**src/rtl/circular_double_ended_queue_unit_macros.svh**
```systemverilog
// ---------------------------------------------------------------------------
// circular double-ended queue assertion macros
// shared property forms for the queue's concurrent checks
// ---------------------------------------------------------------------------
`ifndef CIRCULAR_DOUBLE_ENDED_QUEUE_UNIT_MACROS_SVH
`define CIRCULAR_DOUBLE_ENDED_QUEUE_UNIT_MACROS_SVH

// same-cycle implication, checked outside reset
`define CDEQ_ASSERT_NOW(lbl, clk, rst_n, ante, cons, msg) \
	lbl: assert property (@(posedge clk) disable iff (!(rst_n)) (ante) |-> (cons)) \
		else $error(msg);

// next-cycle implication, checked outside reset
`define CDEQ_ASSERT_NEXT(lbl, clk, rst_n, ante, cons, msg) \
	lbl: assert property (@(posedge clk) disable iff (!(rst_n)) (ante) |=> (cons)) \
		else $error(msg);

`endif

```
**src/rtl/cdeq_pkg.sv**
```systemverilog
// ---------------------------------------------------------------------------
// cdeq_pkg
// field widths, operation and status codes, controller types for the deque
// ---------------------------------------------------------------------------
package cdeq_pkg;

	// payload field widths
	localparam int OP_W     = 3;
	localparam int VALUE_W  = 32;
	localparam int POS_W    = 10;
	localparam int STATUS_W = 2;
	localparam int COUNT_W  = 11;

	// operation codes
	typedef enum logic [OP_W-1:0] {
		OP_PUSH_BACK  = 3'd0,
		OP_PUSH_FRONT = 3'd1,
		OP_POP_BACK   = 3'd2,
		OP_POP_FRONT  = 3'd3,
		OP_READ       = 3'd4,
		OP_WRITE      = 3'd5,
		OP_REVERSE    = 3'd6
	} op_t;

	// result status codes
	typedef enum logic [STATUS_W-1:0] {
		ST_OK    = 2'd0,
		ST_FULL  = 2'd1,
		ST_EMPTY = 2'd2,
		ST_RANGE = 2'd3
	} status_t;

	// controller states
	typedef enum logic [1:0] {
		S_IDLE,
		S_EXEC,
		S_DONE
	} state_t;

	// controller to datapath commands
	typedef struct packed {
		logic load;      // capture the incoming item
		logic exec;      // apply the item to pointers and storage
		logic out_load;  // move the finished result into the output register
	} cmd_t;

endpackage

```
**src/rtl/cdeq_ctrl.sv**
```systemverilog
// ---------------------------------------------------------------------------
// cdeq_ctrl
// sequencer: accept one item, apply it, hand the result to the output register
// ---------------------------------------------------------------------------
module cdeq_ctrl (
	input  logic           clk,
	input  logic           arst_n,
	input  logic           in_valid,
	output logic           in_ready,
	output logic           out_valid,
	input  logic           out_ready,
	output cdeq_pkg::cmd_t cmd
);
	import cdeq_pkg::*;

	state_t state_q, state_nxt;
	logic   out_valid_q;

	// state register and output valid flag
	always_ff @(posedge clk or negedge arst_n) begin
		if (!arst_n) begin
			state_q     <= S_IDLE;
			out_valid_q <= 1'b0;
		end else begin
			state_q <= state_nxt;
			if (cmd.out_load) begin
				out_valid_q <= 1'b1;
			end else if (out_ready) begin
				out_valid_q <= 1'b0;
			end
		end
	end

	// next state
	always_comb begin
		state_nxt = state_q;
		case (state_q)
			S_IDLE: begin
				if (in_valid) state_nxt = S_EXEC;
			end
			S_EXEC: begin
				state_nxt = S_DONE;
			end
			S_DONE: begin
				if (!out_valid_q || out_ready) state_nxt = S_IDLE;
			end
			default: begin
				state_nxt = S_IDLE;
			end
		endcase
	end

	// commands and handshake outputs
	always_comb begin
		cmd      = '0;
		in_ready = 1'b0;
		case (state_q)
			S_IDLE: begin
				in_ready = 1'b1;
				cmd.load = in_valid;
			end
			S_EXEC: begin
				cmd.exec = 1'b1;
			end
			S_DONE: begin
				cmd.out_load = !out_valid_q || out_ready;
			end
			default: begin
				cmd = '0;
			end
		endcase
	end

	assign out_valid = out_valid_q;

endmodule

```
**config.mk**
```make
export PLATFORM = sky130hd
export DESIGN_NAME = cdeq_ctrl
export DESIGN_NICKNAME = d
export VERILOG_FILES = /design/src/rtl/circular_double_ended_queue_unit_macros.svh /design/src/rtl/cdeq_pkg.sv /design/src/rtl/cdeq_ctrl.sv
export SDC_FILE = /design/constraint.sdc
export NUM_CORES = 1
export LEC_CHECK = 0
export BUFFER_PORTS_ARGS = -buffer_cell sky130_fd_sc_hd__clkbuf_2
export CAP_MARGIN = 20
export CORE_AREA = 5 5 42 44
export DETAILED_ROUTE_END_ITERATION = 7
export DIE_AREA = 0 0 47 49
export GPL_TIMING_DRIVEN = 0
export PLACE_DENSITY = 0.3
export SYNTH_ARGS = -nofsm -noshare
export SYNTH_HDL_FRONTEND = slang
export SYNTH_SLANG_ARGS = --single-unit
```
**constraint.sdc**
```tcl
create_clock -name clk -period 0.9 [get_ports clk]
set_clock_uncertainty 0.1 [all_clocks]
set_input_delay 0.18 -clock clk [delete_from_list [all_inputs] [get_ports clk]]
set_output_delay 0.18 -clock clk [all_outputs]
set_load 0.01 [all_outputs]
```
==> metrics.txt <==
P_leak=0.000161 uW; Place WS=-0.177 ns; most frequent cells in the layout=5 x buf_6, 4 x clkbuf_2, 3 x clkbuf_4, 3 x buf_4, 2 x dfrtp_1; Design Power=902 uW; Rows=14; Synth Cell Area=133 sq um; Max-Cap Viols=0; commonest non-fill, non-tap cell in the layout=buf_6; die extent in x=47 um; Inserted Diodes=0; vias=147; Syn Area/Cell=11.1 sq um; drt pass-1 iters=2; r2r worst-path depth=5; gr usage total=3.95%; Die Ht=49 um; initial core utilization=9.46%; Area growth syn-to-layout=139%; # DRC=0; final setup vio count=7; boundary pin count=9; outcome=complete, but fails checks; layout cells sized above 1=73.3%; worst min-delay path class=in2reg; Fin. Hold Viols=0; flops & latches, synth=3; Clock Latency Late Sink=0.23 ns; PD cells=2850 nW/um^2; syn nets=16; fin crit period=1.31 ns; CP Launch Type=flop; Least-Margin Pin Slew=0.143 ns; DRT antenna net count=0; vias per cell=3.20; first-pass GRT wire length=600 um; filler cell count=163; Design Area, Final=317 sq um; sequential area share after synthesis=56.6%; DRT iter0 DRCs=1; Cells on Worst Hold Path=2; clock-pin slew on the worst setup and hold paths=0.04 ns; initial antenna violation count=0; Slew Limit Fails=0; Placer Congestion=0.579; largest net degree at the start of global routing=4; Peak VDD IR=894 uV; Netlist cell types=8; die area=2300 sq um; CTS tree=yes; Final nets=35; Worst EP arrival=1.03 ns; cts bufs inserted=3; Max-slew headroom=90.5%; gr ovfl total=0; # port buffers=8; dpl cell area=216 sq um; setup repair after global routing missed its margin=true; vias in the first global route=158; CTS Sinks=3; PnR worst setup slack=-0.410 ns; CTS Buffer Depth=2; CP Capture Type=output pin; H-tree depth=1; Multi-input gate area=80.1 sq um; Cells after Synth=12; drt wl/cell=8.61 um; failing checks=setup timing; Req. time, crit path=0.62 ns; warnings from Yosys=0; Max Clk Rate=0.763 GHz; Crit Path Class=reg2out; Detailed Place HPWL=290 um; DRT Wirelength=396 um; crit share post-route=146%; crit-path max FO=3; Sequential Area=76.3 sq um; Root Driver=clkbuf_4; area of the core=1400 sq um
-- layer usage --
layer	wire length [um]	GRT usage (%)	up-vias	share of wire, %
met5	0	0	-	0
met4	7	4.15	0	1.8
met3	63	3.32	2	16
met2	159	4.52	8	40
met1	166	3.98	63	42
li1	-	-	74	-
-- through the flow --
stage	TNS [ns]	instances	utilization, %	hold slack, ns
6_report	-2.00	46	22.6	0.0734
5_1_grt	-2.30	46	22.6	0.0855
4_1_cts	-1.78	42	18.8	0.0624
3_5_place_dp	-0.529	36	15.4	-0.114
3_3_place_gp	-0.505	36	15.4	-0.115
2_1_floorplan	-0.183	12	-	-0.216
-- where the power goes --
group | total (uW) | internal (uW) | switching [uW]
sequential | 224 | 181 | 42.4
clock | 234 | 166 | 68.0
combinational | 444 | 284 | 159
total | 902 | 632 | 270
-- sequential cells by signal (all words and copies together) (netlist names) --
name       count
state_q        2
out_valid      1
-- critical path: stages, from the launching register on --
cell and delay, ns:
dfrtp_2 0.43, nor2_4 0.13, and2_4 0.15, buf_6 0.09
-- synthesized netlist by cell type, drive strengths merged --
cell	number	area, sq um
dfrtp	3	75.1
and2	2	12.5
nand2b	2	12.5
nor2b	2	15.0
nand2	1	3.75
nor2	1	6.26
o21bai	1	7.51
-- timing repair --
item	4_1_cts	5_1_grt
hold buffers	1	0
gates cloned	0	0
pin swaps	1	2
endpoints found under the hold margin	3	0
buffers inserted	1	4
resized for setup	1	8
setup endpoints to repair	6	7
-- worst paths after layout --
kind | start | to | slack (ns)
setup reg to reg | state_q[1]$_DFFE_PN0P_ | state_q[1]$_DFFE_PN0P_ | -0.22
hold / removal | in_valid | state_q[0]$_DFFE_PN0P_ | 0.07
max in group asynchronous | arst_n | state_q[1]$_DFFE_PN0P_ | 0.38
setup / recovery | state_q[1]$_DFFE_PN0P_ | cmd[2] | -0.41
hold reg to reg | out_valid$_DFFE_PN0P_ | out_valid$_DFFE_PN0P_ | 0.52
min in group asynchronous | arst_n | state_q[0]$_DFFE_PN0P_ | 0.19
-- cells by family (layout without fill, tap and decap cells) --
kind of cell	count (synthesis)	count (layout)	synth area share [%]
buffers and inverters	0	18	0
AND/OR/NAND/NOR	8	8	37.7
AO/OA/AOI/OAI	1	1	5.66
flip-flops	3	3	56.6
-- final cells by class --
| class | count | share of cell area (%) |
|---|---|---|
| tap | 16 | 6.32 |
| multi-input combinational | 9 | 25.3 |
| clock buffer | 4 | 8.30 |
| sequential | 3 | 24.1 |
| timing repair buffer | 14 | 36.0 |
(Power assumes the default switching activity.)
